## config.mk

```make
export PLATFORM = sky130hd
export DESIGN_NAME = swk_ctrl
export DESIGN_NICKNAME = d
export VERILOG_FILES = /design/src/hw/rtl/swk_pkg.sv /design/src/hw/rtl/swk_ctrl.sv
export SDC_FILE = /design/constraint.sdc
export NUM_CORES = 1
export LEC_CHECK = 0
export ABC_AREA = 1
export BUFFER_PORTS_ARGS = -buffer_cell sky130_fd_sc_hd__buf_4
export CAP_MARGIN = 20
export CORE_ASPECT_RATIO = 0.6
export CORE_MARGIN = 4
export CORE_UTILIZATION = 45
export DETAILED_ROUTE_END_ITERATION = 12
export GPL_TIMING_DRIVEN = 0
export PLACE_DENSITY = 0.64
export REMOVE_ABC_BUFFERS = 1
export SYNTH_ARGS = -nofsm -noshare
export SYNTH_HDL_FRONTEND = slang
export SYNTH_SLANG_ARGS = --single-unit
```

## constraint.sdc

```tcl
create_clock -name clk -period 3.5 [get_ports clk]
set_input_delay 0.525 -clock clk [delete_from_list [all_inputs] [get_ports clk]]
set_output_delay 0.525 -clock clk [all_outputs]
set_load 0.02 [all_outputs]
```

## src/hw/rtl/swk_pkg.sv

```systemverilog
// shared types, constants and helper functions for the swerve wheel kinematics block
package swk_pkg;

	localparam int STEP_W = 5;

	localparam logic signed [27:0] PI_Q24      = 28'sd52707179;
	localparam logic signed [27:0] HALF_PI_Q24 = 28'sd26353589;
	localparam logic signed [37:0] GAIN_INV_Q30 = 38'sd652032874;
	localparam logic [19:0]        GAIN_INV_Q20 = 20'd636751;
	localparam logic signed [21:0] PI_Q16      = 22'sd205887;
	localparam logic signed [21:0] HALF_PI_Q16 = 22'sd102944;
	localparam logic signed [21:0] TWO_PI_Q16  = 22'sd411774;
	localparam logic [20:0]        GEOM_RESET  = 21'd32768;

	typedef enum logic {
		REG_TRACK_WIDTH = 1'b0,
		REG_WHEEL_BASE  = 1'b1
	} cfg_reg_t;

	typedef enum logic [4:0] {
		OP_IDLE,
		OP_LINE,
		OP_HOLD,
		OP_SC_INIT,
		OP_ROT_STEP,
		OP_SC_DONE,
		OP_MUL,
		OP_OFFS,
		OP_VEC_INIT,
		OP_VEC_STEP,
		OP_MAG_LO,
		OP_MAG_HI,
		OP_MAG_SUM,
		OP_SPD_LO,
		OP_SPD_HI,
		OP_FIN,
		OP_PUBLISH
	} dp_op_t;

	typedef struct packed {
		logic              load;
		dp_op_t            op;
		logic [STEP_W-1:0] step;
		logic [1:0]        wheel;
	} dp_cmd_t;

	typedef struct packed {
		logic action;
		logic rate_zero;
	} dp_stat_t;

	typedef struct packed {
		logic              flip;
		logic signed [17:0] angle;
	} steer_t;

	function automatic logic signed [27:0] atan_q24(input logic [STEP_W-1:0] i);
		logic signed [27:0] r;
		case (i)
			5'd0: r = 28'sd13176795;
			5'd1: r = 28'sd7778716;
			5'd2: r = 28'sd4110060;
			5'd3: r = 28'sd2086331;
			5'd4: r = 28'sd1047214;
			5'd5: r = 28'sd524117;
			5'd6: r = 28'sd262123;
			5'd7: r = 28'sd131069;
			default: r = (i < 5'd24) ? (28'sd1 <<< (5'd24 - i)) : 28'sd0;
		endcase
		return r;
	endfunction

	// wrap to +-pi once, then fold into +-pi/2
	function automatic steer_t steer(input logic signed [21:0] a);
		logic signed [21:0] w;
		steer_t r;
		w = a;
		if (w > PI_Q16) begin
			w = w - TWO_PI_Q16;
		end else if (w < -PI_Q16) begin
			w = w + TWO_PI_Q16;
		end
		r.flip = 1'b0;
		if (w > HALF_PI_Q16) begin
			w = w - PI_Q16;
			r.flip = 1'b1;
		end else if (w < -HALF_PI_Q16) begin
			w = w + PI_Q16;
			r.flip = 1'b1;
		end
		r.angle = w[17:0];
		return r;
	endfunction

endpackage

```

## src/hw/rtl/swk_ctrl.sv

```systemverilog
// sequencer for the kinematics datapath and the result register handshake
module swk_ctrl import swk_pkg::*; #(
	parameter int CORDIC_STEPS = 18
) (
	input  logic     clk,
	input  logic     arst_n,
	input  logic     in_valid,
	output logic     in_ready,
	output logic     out_valid,
	input  logic     out_ready,
	input  dp_stat_t stat,
	output dp_cmd_t  cmd
);

	typedef enum logic [4:0] {
		S_IDLE,
		S_DISPATCH,
		S_LINE,
		S_HOLD,
		S_SC_INIT,
		S_SC_ITER,
		S_SC_DONE,
		S_MUL,
		S_OFFS,
		S_VEC_INIT,
		S_VEC_ITER,
		S_MAG_LO,
		S_MAG_HI,
		S_MAG_SUM,
		S_SPD_LO,
		S_SPD_HI,
		S_FIN,
		S_PUBLISH
	} state_t;

	localparam logic [STEP_W-1:0] LAST_STEP = STEP_W'(CORDIC_STEPS - 1);
	localparam logic [STEP_W-1:0] LAST_MUL  = STEP_W'(3);

	state_t            state_q;
	logic [STEP_W-1:0] step_q;
	logic [1:0]        wheel_q;
	logic              out_valid_q;
	logic              accept;
	logic              out_free;

	assign in_ready  = (state_q == S_IDLE);
	assign accept    = in_valid && in_ready;
	assign out_valid = out_valid_q;
	assign out_free  = !out_valid_q || out_ready;

	always_comb begin
		cmd.load  = accept;
		cmd.step  = step_q;
		cmd.wheel = wheel_q;
		case (state_q)
			S_LINE:     cmd.op = OP_LINE;
			S_HOLD:     cmd.op = OP_HOLD;
			S_SC_INIT:  cmd.op = OP_SC_INIT;
			S_SC_ITER:  cmd.op = OP_ROT_STEP;
			S_SC_DONE:  cmd.op = OP_SC_DONE;
			S_MUL:      cmd.op = OP_MUL;
			S_OFFS:     cmd.op = OP_OFFS;
			S_VEC_INIT: cmd.op = OP_VEC_INIT;
			S_VEC_ITER: cmd.op = OP_VEC_STEP;
			S_MAG_LO:   cmd.op = OP_MAG_LO;
			S_MAG_HI:   cmd.op = OP_MAG_HI;
			S_MAG_SUM:  cmd.op = OP_MAG_SUM;
			S_SPD_LO:   cmd.op = OP_SPD_LO;
			S_SPD_HI:   cmd.op = OP_SPD_HI;
			S_FIN:      cmd.op = OP_FIN;
			S_PUBLISH:  cmd.op = out_free ? OP_PUBLISH : OP_IDLE;
			default:    cmd.op = OP_IDLE;
		endcase
	end

	always_ff @(posedge clk or negedge arst_n) begin
		if (!arst_n) begin
			state_q     <= S_IDLE;
			step_q      <= '0;
			wheel_q     <= '0;
			out_valid_q <= 1'b0;
		end else begin
			if (state_q == S_PUBLISH && out_free) begin
				out_valid_q <= 1'b1;
			end else if (out_ready) begin
				out_valid_q <= 1'b0;
			end
			case (state_q)
				S_IDLE: begin
					if (accept) begin
						state_q <= S_DISPATCH;
					end
				end
				S_DISPATCH: begin
					step_q  <= '0;
					wheel_q <= '0;
					if (stat.action) begin
						state_q <= S_LINE;
					end else if (stat.rate_zero) begin
						state_q <= S_HOLD;
					end else begin
						state_q <= S_SC_INIT;
					end
				end
				S_LINE, S_HOLD: state_q <= S_PUBLISH;
				S_SC_INIT: state_q <= S_SC_ITER;
				S_SC_ITER: begin
					if (step_q == LAST_STEP) begin
						step_q  <= '0;
						state_q <= S_SC_DONE;
					end else begin
						step_q <= step_q + 1'b1;
					end
				end
				S_SC_DONE: state_q <= S_MUL;
				S_MUL: begin
					if (step_q == LAST_MUL) begin
						step_q  <= '0;
						state_q <= S_OFFS;
					end else begin
						step_q <= step_q + 1'b1;
					end
				end
				S_OFFS: state_q <= S_VEC_INIT;
				S_VEC_INIT: state_q <= S_VEC_ITER;
				S_VEC_ITER: begin
					if (step_q == LAST_STEP) begin
						step_q  <= '0;
						state_q <= S_MAG_LO;
					end else begin
						step_q <= step_q + 1'b1;
					end
				end
				S_MAG_LO: state_q <= S_MAG_HI;
				S_MAG_HI: state_q <= S_MAG_SUM;
				S_MAG_SUM: state_q <= S_SPD_LO;
				S_SPD_LO: state_q <= S_SPD_HI;
				S_SPD_HI: state_q <= S_FIN;
				S_FIN: begin
					if (wheel_q == 2'd3) begin
						state_q <= S_PUBLISH;
					end else begin
						wheel_q <= wheel_q + 1'b1;
						state_q <= S_OFFS;
					end
				end
				S_PUBLISH: begin
					if (out_free) begin
						state_q <= S_IDLE;
					end
				end
				default: state_q <= S_IDLE;
			endcase
		end
	end

`ifndef SYNTHESIS
	a_step_range: assert property (@(posedge clk) disable iff (!arst_n)
		(state_q == S_SC_ITER || state_q == S_VEC_ITER) |-> step_q <= LAST_STEP)
		else $error("cordic step counter out of range");
	a_accept_dispatch: assert property (@(posedge clk) disable iff (!arst_n)
		accept |=> state_q == S_DISPATCH)
		else $error("accepted request not dispatched");
	a_valid_from_publish: assert property (@(posedge clk) disable iff (!arst_n)
		$rose(out_valid_q) |-> $past(state_q == S_PUBLISH))
		else $error("result valid without publish");
	a_wheel_advance: assert property (@(posedge clk) disable iff (!arst_n)
		!$stable(wheel_q) |-> $past(state_q == S_FIN || state_q == S_DISPATCH))
		else $error("wheel index moved outside wheel loop");
`endif

endmodule

```

# Yosys cells after proc, flatten, opt, wreduce, memory -nomap -nowiden
# Index checks and enable logic that the tools add are counted.
# W data, S select, Z words.
# word_totals
ff_bits	13
output_inout_bits	15
wordCells	62
# op_classes
add_sub_neg	2
eq_ne	26
n_mux	18
reduce_logical	12
# ops
operator	count
$pmux W5 S17	1
$pmux W5 S16	1
$mux W5	9
$eq A5 B4 Y1 const B	8
$eq A5 B3 Y1 const B	4
$eq A5 B2 Y1 const B	3
$eq A5 B5 Y1 const B	3
$pmux W5 S3	1
$ne A2 B2 Y1 const B	5
$mux W3	2
$add A5 B1 Y5 const B	1
$eq A5 B1 Y1 const B	1
$logic_not A5 Y1	1
$reduce_and A5 Y1	1
$pmux W2 S2	1
$reduce_bool A2 Y1	2
$reduce_or A2 Y1	2
$reduce_bool A3 Y1	1
$add A2 B1 Y2 const B	1
$eq A2 B2 Y1 const B	1
$logic_and A1 B1 Y1	2
$mux W1	2
$mux W2	1
$ne A2 B1 Y1 const B	1
3 further kinds	3

# Longest topological paths before layout
# logic_depth
word_depth	4
mapped_depth	10
depth_no_buf	10

# Least setup slack after synthesis
# OpenSTA, ideal clock, no wires.
# synth_timing
path_type	register to output
startpoint	reg state_q[4]
endpoint	out cmd[7] in the netlist's numbering
t_arrival_ps	1257
t_required_ps	2975
slack_ps	1718
path_stages_with_launch	8
path_cell_list	dfrtp_1 buf_6 inv_2 buf_2 nand3_1 nand2_1 inv_1 nand4_1
# synth_lines
item	line	text
start, declared	swk_ctrl.sv:39	state_t state_q;
start signal, assigned	swk_ctrl.sv:78	state_q <= S_IDLE;
start signal, assigned	swk_ctrl.sv:91	state_q <= S_DISPATCH;
start signal, assigned	swk_ctrl.sv:98	state_q <= S_LINE;
end, declared	swk_ctrl.sv:12	output dp_cmd_t cmd

==> impl_metrics.toml <==
[synthesis]
synth_warnings = 0
synth_edf_count = 0
yosysTopAreaCell = "dfrtp_1"
synth_ff_type = "dfrtp_1"
synth_largest_type_area_fraction_pct = 26.7
ys_ff_latch = 13
postSynth.asyncResetShare_pct = 100
yosysSeqAreaShare_pct = 26.7
synth_cell_types = 26
synth_most_common_cell = "nand2_1"
synthTopCellsByCount = "nand2_1 (37), nand3_1 (24), nor2_1 (21)"
syn_area_sq_um = 1220
synth_area_leaders = "dfrtp_1 (27%), nand2_1 (11%), nand3_1 (9.8%)"
post_synth.cell_area_avg_sq_um = 7.30
synth_cells = 167

[die]
dieArea_sq_um = 3640
chipHeight_um = 48.3
die_w_um = 75.2
ios = 21
row_count = 14
core_sq_um = 2540
start_util_pct = 48.0

[sta]
fmax_mhz = 421
rsz0062_at_grt = "no"
setup_viol = 0
tightest_slew_ps = 428
finalClockSkew_ps = 0.803
timing.final.hold_violations = 0
final_max_slew_viol_count = 0
relSlewSlack_pct = 71.5
hold_slack_ps = 116
fin_crit_sh_pct = 67.9
fin_setup_tns_ps = 0
layout_min_cycle_time_ps = 2380

[critical_path]
cp_cell_sequence = "inv_2 -> nand2_4 -> nor2_8 -> nor2_1 -> o2111ai_1 -> buf_4"
startpoint_type = "flop"
crit_path_end = "cmd[8]"
r2r_cells = 7
path_class = "flop to output pin"
slowest_stage = "dfrtp_1"
slowest_delay_ps = 600
ff2ff_setup_slack_ps = 1830
cp-end-kind = "output pin"
cp_max_fo = 11
startpoint = "state_q[4]"
regToRegEndpoint = "state_q[3]"
critical_path_required_ps = 2970
reg2reg_from = "state_q[4]"
arrival_ps = 1850

[place]
dpl.cell_count = 216
dp_hpwl_um = 2450
place.gp.congestion = 0.975
port_buffers = 20

[clocking]
cts.repair.resized = 0
post-cts-setup-buffers = 0
cts_tree = "yes"
clk_path_buf_depth = 2
cts-buffers-inserted = 3
cts.clk_slew.worst_paths_ps = 50
holdBufCountCts = 0
cts_num_sinks = 13
clk_latency_ps = 240
ctsRootBufferMaster = "clkbuf_8"
htree_num_levels = 1

[route]
drt_iter0_drc = 106
route.detailed.drc = 0
dr.pass1.iters = 4
post_drt_wl_per_cell_um = 13.2
ant_nets = 0
wl_um = 2900
post_drt_via_cell_ratio = 5.27
route.vias.total = 1160

[final_layout]
multiInputGateArea_sq_um = 785
diodes = 0
area_delta_synth_final_pct = 17.3
drive_gt1_share_pct = 29.8
fillers = 247
instances_no_fill = 220
regArea_sq_um = 325
nets = 198

[pwr]
power.density_nw_per_um2 = 859
internal_power_mw = 0.562
p_seq_share_pct = 24.3
peakVddDrop_mv = 0.416
p_sw_mw = 0.667
share_comb_of_total_power_pct = 65.2
p_leak_nw = 0.806
pwr-share-clk_pct = 10.5
swShare_pct = 54.3

[grt]
grt_pass1_wl_um = 4980
grt.overflow.total = 0
track_usage_pct = 17.9
antenna_found_initial = 0
grt_pass1_vias = 1064
grt_max_degree = 14

[run_status]
status = "completed"

[run]
cap_violations = 0

[min_path]
hold_path.class = "input pin to async pin"
power groups by stage:
stage | clock network [mW] | registers (mW) | logic (mW)
after floorplan | 0 | 0.309 | 0.553
after global placement | 0 | 0.298 | 0.789
after detailed placement | 0 | 0.301 | 0.802
after CTS | 0.133 | 0.299 | 0.807
after global routing | 0.140 | 0.310 | 0.887
final | 0.129 | 0.298 | 0.801
how the worst min path moves through the flow:
stage,endpoint,slack [ps],cells after the start
global route,out_valid,130,1
finish,step_q[0],120,1
global placement,step_q[0],380,1
floorplan,out_valid,230,0
detailed placement,out_valid,380,1
CTS,step_q[0],120,1
cell families after synthesis:
logic type | Yosys count | share of synthesized area [%]
flops | 13 | 26.7
buf+inv | 26 | 9.03
compound gates | 9 | 5.23
xor+xnor | 3 | 2.15
simple gates | 113 | 53.8
fa+ha+maj | 3 | 3.08
critical path, delay by kind of cell, from the launching register on:
kind	cells	cell delay, ps
compound gates	1	150
buf+inv	2	410
flops	1	600
simple gates	3	430
sequential cells by signal (all words and copies together), names as in the netlist:
name / flops
state_q: 5
step_q: 5
wheel_q: 2
out_valid: 1
placed cells by master, fill, tap and decap left out, drive strengths merged:
| cell | instances |
|---|---|
| buf | 20 |
| ha | 3 |
| a32oi | 1 |
| dfrtp | 13 |
| nor3 | 1 |
| o21ai | 5 |
| nand3 | 30 |
| nand2 | 45 |
| a21oi | 2 |
| o2111ai | 1 |
| clkbuf | 4 |
| nand4 | 4 |
| nor2 | 32 |
| inv | 23 |
| nand3b | 1 |
| xor2 | 3 |
per-stage QoR:
step                cell area [sq um]  power (mW)  setup slack [ps]  utilization [%]
global placement                 1390        1.09              1380             54.6
detailed placement               1390        1.10              1400             54.6
finish                           1430        1.23              1120             56.4
CTS                              1430        1.24              1140             56.4
global route                     1430        1.34               994             56.4
floorplan                        1200       0.861              1640                -
metal layers:
| metal | global-route usage [%] | vias up | wire length (um) |
|---|---|---|---|
| li1 | - | 581 | - |
| met1 | 27.2 | 535 | 1400 |
| met2 | 25.0 | 42 | 1190 |
| met3 | 5.58 | 2 | 292 |
| met4 | 2.62 | 0 | 12 |
| met5 | 0 | - | 0 |
final cells by class:
| class | instances | share of cell area, % |
|---|---|---|
| well taps | 32 | 2.80 |
| repair buffers | 20 | 10.5 |
| inverters | 23 | 6.03 |
| flip-flops and latches | 13 | 22.7 |
| multi-input cells | 128 | 54.8 |
| clock buffers | 4 | 3.15 |
Power figures use the tool's default switching activity.
